`src/rtl/ffba_pkg.sv`:
```
// ----------------------------------------------------------------------------
// ffba_pkg
// Shared types and constants of the first-fit block allocator: request and
// result payloads, action codes and fixed field widths.
// ----------------------------------------------------------------------------
`default_nettype none

package ffba_pkg;

   localparam int OWNER_W  = 8;
   localparam int SIZE_W   = 16;
   localparam int INDEX_W  = 9;
   localparam int OFFSET_W = 15;
   // wide enough for any block index plus any skip or request in blocks
   localparam int SUM_W    = 17;

   localparam logic [OWNER_W-1:0] FREE_MARK = 8'hFF;

   localparam logic [1:0] ACT_ALLOC = 2'd0;
   localparam logic [1:0] ACT_SIZE  = 2'd1;
   localparam logic [1:0] ACT_OWNER = 2'd2;

   typedef struct packed {
      logic [1:0]          action;
      logic [OWNER_W-1:0]  owner_id;
      logic [SIZE_W-1:0]   byte_size;
      logic [INDEX_W-1:0]  block_index;
   } req_type;

   typedef struct packed {
      logic                ok;
      logic [OFFSET_W-1:0] byte_offset;
   } rsp_type;

endpackage

`default_nettype wire

```
`src/rtl/ffba_seq.sv`:
```
// ----------------------------------------------------------------------------
// ffba_seq
// Allocation sequencer: clears both tables after reset, decodes items, walks
// the owner table one entry per cycle or by a size skip; marks the chosen run.
// ----------------------------------------------------------------------------
`default_nettype none

module ffba_seq #(
   parameter int NUM_BLOCKS  = 512,
   parameter int NUM_OWNERS  = 96,
   parameter int BLOCK_SHIFT = 6
) (
   input  wire logic                 clock,
   input  wire logic                 reset,
   input  wire logic                 req_valid,
   output logic                      req_ready,
   input  wire ffba_pkg::req_type    req_data,
   output logic                      res_valid,
   input  wire logic                 res_ready,
   output ffba_pkg::rsp_type         res_data,
   output logic                      own_we,
   output logic [$clog2(NUM_BLOCKS)-1:0] own_waddr,
   output logic [7:0]                own_wdata,
   output logic [$clog2(NUM_BLOCKS)-1:0] own_raddr,
   input  wire logic [7:0]           own_rdata,
   output logic                      sz_we,
   output logic [(NUM_OWNERS > 1 ? $clog2(NUM_OWNERS) : 1)-1:0] sz_waddr,
   output logic [15:0]               sz_wdata,
   output logic [(NUM_OWNERS > 1 ? $clog2(NUM_OWNERS) : 1)-1:0] sz_raddr,
   input  wire logic [15:0]          sz_rdata
);

   import ffba_pkg::*;

   localparam int AW     = $clog2(NUM_BLOCKS);
   localparam int OW     = (NUM_OWNERS > 1) ? $clog2(NUM_OWNERS) : 1;
   localparam int CLR_N  = (NUM_BLOCKS > NUM_OWNERS) ? NUM_BLOCKS : NUM_OWNERS;
   localparam int CW     = $clog2(CLR_N);
   localparam int WIDE_W = AW + BLOCK_SHIFT + OFFSET_W;

   typedef enum logic [6:0] {
      ST_CLEAR = 7'b0000001,
      ST_IDLE  = 7'b0000010,
      ST_SCAN  = 7'b0000100,
      ST_RUN   = 7'b0001000,
      ST_SIZE  = 7'b0010000,
      ST_MARK  = 7'b0100000,
      ST_DONE  = 7'b1000000
   } state_type;

   function automatic logic [OFFSET_W-1:0] offset_of(input logic [AW-1:0] blk);
      logic [WIDE_W-1:0] wide;
      wide = WIDE_W'(blk) << BLOCK_SHIFT;
      return wide[OFFSET_W-1:0];
   endfunction

   state_type             state_ff, state_in;
   logic [CW-1:0]         clr_ff, clr_in;
   logic [AW-1:0]         idx_ff, idx_in;
   logic [AW-1:0]         start_ff, start_in;
   logic [SUM_W-1:0]      end_ff, end_in;
   logic [SIZE_W-1:0]     need_ff, need_in;
   logic [OWNER_W-1:0]    id_ff, id_in;
   logic                  ok_ff, ok_in;
   logic [OFFSET_W-1:0]   off_ff, off_in;

   logic [SUM_W-1:0]      idx_inc;
   logic [SUM_W-1:0]      idx_skip;
   logic [SIZE_W-1:0]     skip_blk;
   logic                  inc_past;
   logic                  own_free;
   logic                  own_sized;

   assign idx_inc   = SUM_W'(idx_ff) + SUM_W'(1);
   assign inc_past  = idx_inc >= SUM_W'(NUM_BLOCKS);
   assign own_free  = own_rdata == FREE_MARK;
   assign own_sized = own_rdata < OWNER_W'(NUM_OWNERS);
   assign skip_blk  = ((sz_rdata >> BLOCK_SHIFT) == '0) ? SIZE_W'(1)
                                                         : (sz_rdata >> BLOCK_SHIFT);
   assign idx_skip  = SUM_W'(idx_ff) + SUM_W'(skip_blk);

   always_comb begin
      state_in  = state_ff;
      clr_in    = clr_ff;
      idx_in    = idx_ff;
      start_in  = start_ff;
      end_in    = end_ff;
      need_in   = need_ff;
      id_in     = id_ff;
      ok_in     = ok_ff;
      off_in    = off_ff;
      req_ready = 1'b0;
      res_valid = 1'b0;
      res_data  = '{ok: ok_ff, byte_offset: off_ff};
      own_we    = 1'b0;
      own_waddr = idx_ff;
      own_wdata = id_ff;
      sz_we     = 1'b0;
      sz_waddr  = OW'(req_data.owner_id);
      sz_wdata  = req_data.byte_size;
      sz_raddr  = OW'(own_rdata);

      unique case (state_ff) inside
         ST_CLEAR: begin
            own_we    = 32'(clr_ff) < NUM_BLOCKS;
            own_waddr = AW'(clr_ff);
            own_wdata = FREE_MARK;
            sz_we     = 32'(clr_ff) < NUM_OWNERS;
            sz_waddr  = OW'(clr_ff);
            sz_wdata  = '0;
            clr_in    = clr_ff + CW'(1);
            if (clr_ff == CW'(CLR_N - 1)) begin
               state_in = ST_IDLE;
            end
         end

         ST_IDLE: begin
            req_ready = 1'b1;
            if (req_valid) begin
               ok_in    = 1'b0;
               off_in   = '0;
               state_in = ST_DONE;
               unique case (req_data.action)
                  ACT_ALLOC: begin
                     if (req_data.owner_id < OWNER_W'(NUM_OWNERS)) begin
                        id_in    = req_data.owner_id;
                        need_in  = req_data.byte_size >> BLOCK_SHIFT;
                        idx_in   = '0;
                        state_in = ST_SCAN;
                     end
                  end
                  ACT_SIZE: begin
                     if (req_data.owner_id < OWNER_W'(NUM_OWNERS)) begin
                        sz_we = 1'b1;
                        ok_in = 1'b1;
                     end
                  end
                  ACT_OWNER: begin
                     if (SUM_W'(req_data.block_index) < SUM_W'(NUM_BLOCKS)) begin
                        own_we    = 1'b1;
                        own_waddr = AW'(req_data.block_index);
                        own_wdata = req_data.owner_id;
                        ok_in     = 1'b1;
                     end
                  end
                  default: begin
                     ok_in = 1'b0;
                  end
               endcase
            end
         end

         ST_SCAN, ST_RUN: begin
            if (own_free) begin
               if (state_ff == ST_SCAN) begin
                  // open a new candidate run at this entry
                  start_in = idx_ff;
                  end_in   = SUM_W'(idx_ff) + SUM_W'(need_ff);
                  if (need_ff == '0) begin
                     ok_in    = 1'b1;
                     off_in   = offset_of(idx_ff);
                     state_in = ST_DONE;
                  end else if (idx_inc >= SUM_W'(idx_ff) + SUM_W'(need_ff)) begin
                     state_in = ST_MARK;
                  end else if (inc_past) begin
                     state_in = ST_DONE;
                  end else begin
                     idx_in   = AW'(idx_inc);
                     state_in = ST_RUN;
                  end
               end else begin
                  if (idx_inc >= end_ff) begin
                     idx_in   = start_ff;
                     state_in = ST_MARK;
                  end else if (inc_past) begin
                     state_in = ST_DONE;
                  end else begin
                     idx_in = AW'(idx_inc);
                  end
               end
            end else if (own_sized) begin
               state_in = ST_SIZE;
            end else if (inc_past) begin
               state_in = ST_DONE;
            end else begin
               idx_in   = AW'(idx_inc);
               state_in = ST_SCAN;
            end
         end

         ST_SIZE: begin
            // skip the occupied run by its owner's recorded size
            if (idx_skip >= SUM_W'(NUM_BLOCKS)) begin
               state_in = ST_DONE;
            end else begin
               idx_in   = AW'(idx_skip);
               state_in = ST_SCAN;
            end
         end

         ST_MARK: begin
            own_we = 1'b1;
            if (idx_inc >= end_ff) begin
               ok_in    = 1'b1;
               off_in   = offset_of(start_ff);
               state_in = ST_DONE;
            end else begin
               idx_in = AW'(idx_inc);
            end
         end

         ST_DONE: begin
            res_valid = 1'b1;
            if (res_ready) begin
               state_in = ST_IDLE;
            end
         end

         default: begin
            state_in = ST_CLEAR;
         end
      endcase

      own_raddr = idx_in;
   end

   always_ff @(posedge clock) begin
      if (reset) begin
         state_ff <= ST_CLEAR;
         clr_ff   <= '0;
      end else begin
         state_ff <= state_in;
         clr_ff   <= clr_in;
      end
   end

   always_ff @(posedge clock) begin
      idx_ff   <= idx_in;
      start_ff <= start_in;
      end_ff   <= end_in;
      need_ff  <= need_in;
      id_ff    <= id_in;
      ok_ff    <= ok_in;
      off_ff   <= off_in;
   end

endmodule

`default_nettype wire
```
`config.mk`:
```
export PLATFORM = sky130hd
export DESIGN_NAME = ffba_seq
export DESIGN_NICKNAME = d
export VERILOG_FILES = /design/src/rtl/ffba_pkg.sv /design/src/rtl/ffba_seq.sv
export SDC_FILE = /design/constraint.sdc
export NUM_CORES = 1
export LEC_CHECK = 0
export BUFFER_PORTS_ARGS = -buffer_cell sky130_fd_sc_hd__clkbuf_2
export CAP_MARGIN = 20
export CELL_PAD_IN_SITES_DETAIL_PLACEMENT = 0
export CELL_PAD_IN_SITES_GLOBAL_PLACEMENT = 2
export CORE_ASPECT_RATIO = 1.2
export CORE_MARGIN = 2
export CORE_UTILIZATION = 29
export DETAILED_ROUTE_END_ITERATION = 12
export PLACE_DENSITY = 0.78
export RECOVER_POWER = 25
export SLEW_MARGIN = 20
export SYNTH_ARGS = -nofsm -noshare
export SYNTH_HDL_FRONTEND = slang
export SYNTH_SLANG_ARGS = --single-unit
```
`constraint.sdc`:
```
create_clock -name clock -period 4.3 [get_ports clock]
set_input_delay 0.86 -clock clock [delete_from_list [all_inputs] [get_ports clock]]
set_output_delay 0.86 -clock clock [all_outputs]
set_load 0.05 [all_outputs]
```
After elaboration in Yosys (flattened, before gate mapping)
Cells that the tools add are included.
Widths: inputs -> output; s select.

cells by class
  divide/modulo/power cells = 0
  shifts and indexed selects = 0
  order comparisons = 7
  bitwise logic cells = 0
  muxes and demuxes = 61
  equal/unequal tests = 19
  multiply operators = 0
  reduce and logical (&&, ||, !) cells = 10
  add/subtract/negate cells = 4

operators by type and width
  cell                  count
  $mux 9                14
  $mux 7                17
  $mux 15               5
  $pmux 15 s3           1
  $pmux 7 s6            1
  $pmux 9 s4            1
  $logic_not 16->1      2
  $add 9x10->11         2
  $pmux 9 s2            1
  $ge 10x17->1          1
  $lt 8x7->1 const B    2
  $mux 16               1
  $mux 8                2
  $pmux 8 s2            1
  $mux 1                12
  $ne 2x2->1 const B    6
  $ge 10x11->1          1
  $ge 11x10->1 const B  1
  $add 9x1->10 const B  1
  $ge 10x10->1 const B  1
  $mux 10               1
  $add 9x1->9 const B   1
  $eq 9x9->1 const B    1
  $lt 9x7->1 const B    1
  other kinds (21)      24

word-level totals
  bits in latches = 0
  word-level logic and storage cells = 110
  bits in read-only memories = 0
  output and inout bits = 76
  memory bits (writable) = 0
  memories kept = 0
  register bits after elaboration = 85

Longest topological paths before layout
  word-level depth = 8
  mapped depth = 19

Worst setup path after synthesis
No wires, ideal clock.

  path kind = register to output
  start point = register need_ff[1]
  end point = output own_raddr[4]
  setup slack = -1048 ps
  buffers on the path = 1
  data required time = 3440 ps
  cell stages (with the launch flop) = 18
  arrival time = 4488 ps
  path through = edfxtp_1 > ha_1 > a21o_1 > a21oi_1 > o21bai_1 > a21oi_1 > o31ai_1 > a21o_1 > a21o_1 > xnor2_1 > ha_1 > a211o_1 > o41ai_2 > o31a_4 > or2_4 > buf_6 > o21ai_0 > o21ai_0

on the way
  cells in the longest elaborated chain, start to end = 7
  elaborated cells between the ends (all ways) = 8

RTL lines
  item                    RTL line         source
  start, declared         ffba_seq.sv:62   logic [SIZE_W-1:0] need_ff, need_in;
  start signal, assigned  ffba_seq.sv:241  need_ff <= need_in;
  $add 9x10->11           ffba_seq.sv:163  end else if (idx_inc >= SUM_W'(idx_ff) + SUM_W'(need_ff)) begin
  $ge 10x11->1            ffba_seq.sv:163
  $mux 9                  ffba_seq.sv:163
  $mux 9 *                ffba_seq.sv:159  if (need_ff == '0) begin
  $mux 9 *                ffba_seq.sv:155  if (state_ff == ST_SCAN) begin
  $mux 9 *                ffba_seq.sv:154  if (own_free) begin
  $pmux 9 s4 *            ffba_seq.sv:103  unique case (state_ff) inside
  end, declared           ffba_seq.sv:24   output logic [$clog2(NUM_BLOCKS)-1:0] own_raddr,

Mark *: on every way between the ends. The rest lies on a longest branch, timed or not.

Worst setup path in the final report
  start point = register need_ff[1]
  end point = output own_raddr[2]

Same word-level chain as after synthesis.

==> qor.yml <==
nets: 964
fill_cells: 1938
synthTopCellsByArea: "edfxtp_1, ha_1, dfxtp_1"
synthSimpleGateAreaFrac_pct: 22.9
end_kind: "primary output"
port_buffers: 126
root_buffer: "clkbuf_16"
criticalPathCategory: "reg2out"
leakage_nw: 3.48
synth.most_common_cell: "nand2_1"
drc: 0
cts_tree: "done"
skew_ns: 0.00821
grt_pass1_wl_um: 29600
die_x_um: 130
final_layout_size_suffix_gt1_share_pct: 31.2
hold_viol_final: 0
clock_latency_ns: 0.35
globalRouteTotalUtil_pct: 19.1
antenna_found_initial: 0
rsz0062_at_grt: "true"
place_hpwl_um: 15300
initial_core_util_pct: 29.4
rr_startpoint: "need_ff[1]"
seq_area_sq_mm: 0.00194
async_flop_share_pct: 0
vias: 5554
total_power_mw: 4.64
antenna_cells: 0
first_iter_violations: 321
status: "complete, but fails checks"
yosysWarnings: 0
start_kind: "register"
synth_top_family_by_area: "simple AND/OR/NAND/NOR gates"
r2r_end: "state_ff[3]"
syn_avg_cell_area_sq_um: 8.65
path_clk_slew_ns: 0.06
routed_via_density: 4.98
syn_inst: 638
drt-pass1-iter-count: 5
worst_slack_ns: -0.770
synth_common_cells: "nand2_1, nor2_1, edfxtp_1"
grt_start_max_net_pins: 36
yosysSeqAreaShare_pct: 35.2
cp.arrival_ns: 4.21
ys_seq_elements: 73
multi_input_area_sq_mm: 0.00336
netSwitchingPower_mw: 2.17
setup_viol: 9
synth_largest_area_cell: "edfxtp_1"
power_density_mw_per_mm2: 603
maxSlewViolCount: 0
htreeDepth: 3
violations: "negative setup slack"
swShare_pct: 46.8
rows: 55
cts.sinks: 73
layout.cells.non_filler: 1116
area_delta_synth_final_pct: 39.2
max_slew_margin_pct: 52.7
synthMuxAreaShare_pct: 0.725
dominantRegCellSynth: "edfxtp_1"
synth_cell_types: 72
cts_buffers: 9
gp_congestion: 0.898
synthAdderAreaFrac_pct: 10.7
synth_edf_count: 48
drv_cap: 0
stdcell_area_sq_mm: 0.00769
seqPwrFrac_pct: 19.8
grt_pass1_vias: 5651
p_comb_share_pct: 63.3
fin_crit_ns: 5.07
wire_per_inst_um: 17.0
dpl_worst_slack_ns: -0.560
synth.cell_area_sq_mm: 0.00552
internal_power_mw: 2.47
worst_slew_pin_slew_ns: 0.709
min_from: "clr_ff[1]"
finalCritPeriodShare_pct: 118
fp.dieH_um: 155
ant_nets: 0
critPathMaxFanout: 6
max_freq_ghz: 0.197
vdd_drop_max_mv: 0.243
whs_endpoint: "clr_ff[1]"
io_pins: 139
placedCellCount: 1087
min_path_cells: 2
reg2regPathDepth: 19
r2r_setup_slack_ns: 0.40
p_clk_share_pct: 16.9
synth_xor_area_share_pct: 4.60
hold_path_class: "reg2reg"
coreArea_sq_mm: 0.0188
placed_cell_area_sq_mm: 0.00719
overflow: 0
required_ns: 3.44
clock_path_buffers: 2
die_area_sq_mm: 0.0202
finalWirelength_um: 19000
synth_top_area_share_pct: 26.1
synth_compound_area_share_pct: 18.5
==> power groups by stage <==
stage | Combinational [mW] | Clock (mW) | Sequential (mW)
global route | 3.18 | 0.825 | 0.924
finish | 2.93 | 0.785 | 0.919
floorplan | 1.77 | 0 | 0.924
CTS | 2.93 | 0.801 | 0.921
detailed placement | 2.79 | 0 | 0.934
global placement | 2.73 | 0 | 0.935
==> cells in the final DEF, fill, tap and decap left out, types with 12 or more instances in the layout <==
| cell | Yosys | layout |
|---|---|---|
| dfxtp_1 | 25 | 25 |
| a21oi_1 | 30 | 26 |
| nor2_1 | 53 | 53 |
| ha_1 | 44 | 43 |
| edfxtp_1 | 48 | 48 |
| xnor2_1 | 17 | 17 |
| nand3_1 | 35 | 32 |
| nand2_1 | 81 | 80 |
| clkbuf_2 | 0 | 91 |
| clkbuf_1 | 18 | 32 |
| and2_1 | 19 | 19 |
| inv_1 | 39 | 39 |
| o21ai_0 | 27 | 20 |
| buf_4 | 16 | 111 |
| xor2_1 | 12 | 12 |
==> worst max-delay path by stage <==
stage               startpoint      endpoint  slack (ns)
global placement    need_ff[0]  own_raddr[5]       -0.53
CTS                 need_ff[1]  own_raddr[8]       -0.84
global route        need_ff[1]  own_raddr[8]       -1.00
detailed placement  need_ff[0]  own_raddr[5]       -0.56
floorplan           need_ff[1]  own_raddr[8]       -0.34
finish              need_ff[1]  own_raddr[2]       -0.77
==> metal layers <==
layer  up-vias  global-route usage (%)  part of all wire (%)
met5         -                       0                     0
met4         0                    7.17                   2.4
met3        26                    3.09                   4.4
met2       165                    34.2                    51
met1      2656                    22.7                    42
li1       2707                       -                     -
==> flip-flops by register name, summed over array words and instances (netlist names) <==
| register | count |
|---|---|
| clr_ff | 9 |
| end_ff | 11 |
| id_ff | 8 |
| idx_ff | 9 |
| need_ff | 10 |
| off_ff | 9 |
| ok_ff | 1 |
| start_ff | 9 |
| state_ff | 7 |
==> what timing repair did <==
action,4_1_cts,5_1_grt
setup endpoints to repair,9,9
hold buffers,0,0
hold endpoints to repair,0,0
buffers inserted,12,2
pin swaps,11,14
resized for setup,24,16
==> layout make-up <==
type | count | share of cell area (%)
Clock buffer | 9 | 2.93
Clock inverter | 7 | 1.01
Inverter | 39 | 1.90
Multi-Input combinational cell | 484 | 43.7
Sequential cell | 73 | 25.3
Tap cell | 256 | 4.17
Timing Repair Buffer | 248 | 21.1
==> worst max-delay path: stages (launching register included) <==
cell and delay [ns]:
edfxtp_1 0.44, ha_1 0.30, a21o_1 0.19, a21oi_2 0.14, o21bai_1 0.10, a21oi_2 0.19, o31ai_2 0.10, buf_4 0.15
buf_4 0.12, xnor2_1 0.15, ha_1 0.31, o21ai_0 0.08, nor2_1 0.12, o41ai_2 0.10, o31a_4 0.33, or2_4 0.28
buf_4 0.15, a221o_1 0.37, nand3_4 0.10, buf_12 0.14
==> metrics by stage <==
step,util (%),TNS [ns],hold WS [ns]
CTS,40.9,-6.99,0.511
global placement,38.3,-4.25,0.478
detailed placement,38.3,-4.45,0.503
floorplan,-,-1.86,0.460
global route,40.9,-8.44,0.530
finish,40.9,-6.41,0.503
==> cell families (layout without fill, tap and decap cells) <==
family	after synthesis	count (layout)
adder cells (fa/ha/maj)	46	46
other	1	6
buffers and inverters	86	303
multiplexers	4	4
AO/OA/AOI/OAI	143	143
AND/OR/NAND/NOR	256	256
XOR/XNOR	29	29
flip-flops	73	73
No activity file was read; power rests on OpenSTA's default activity.
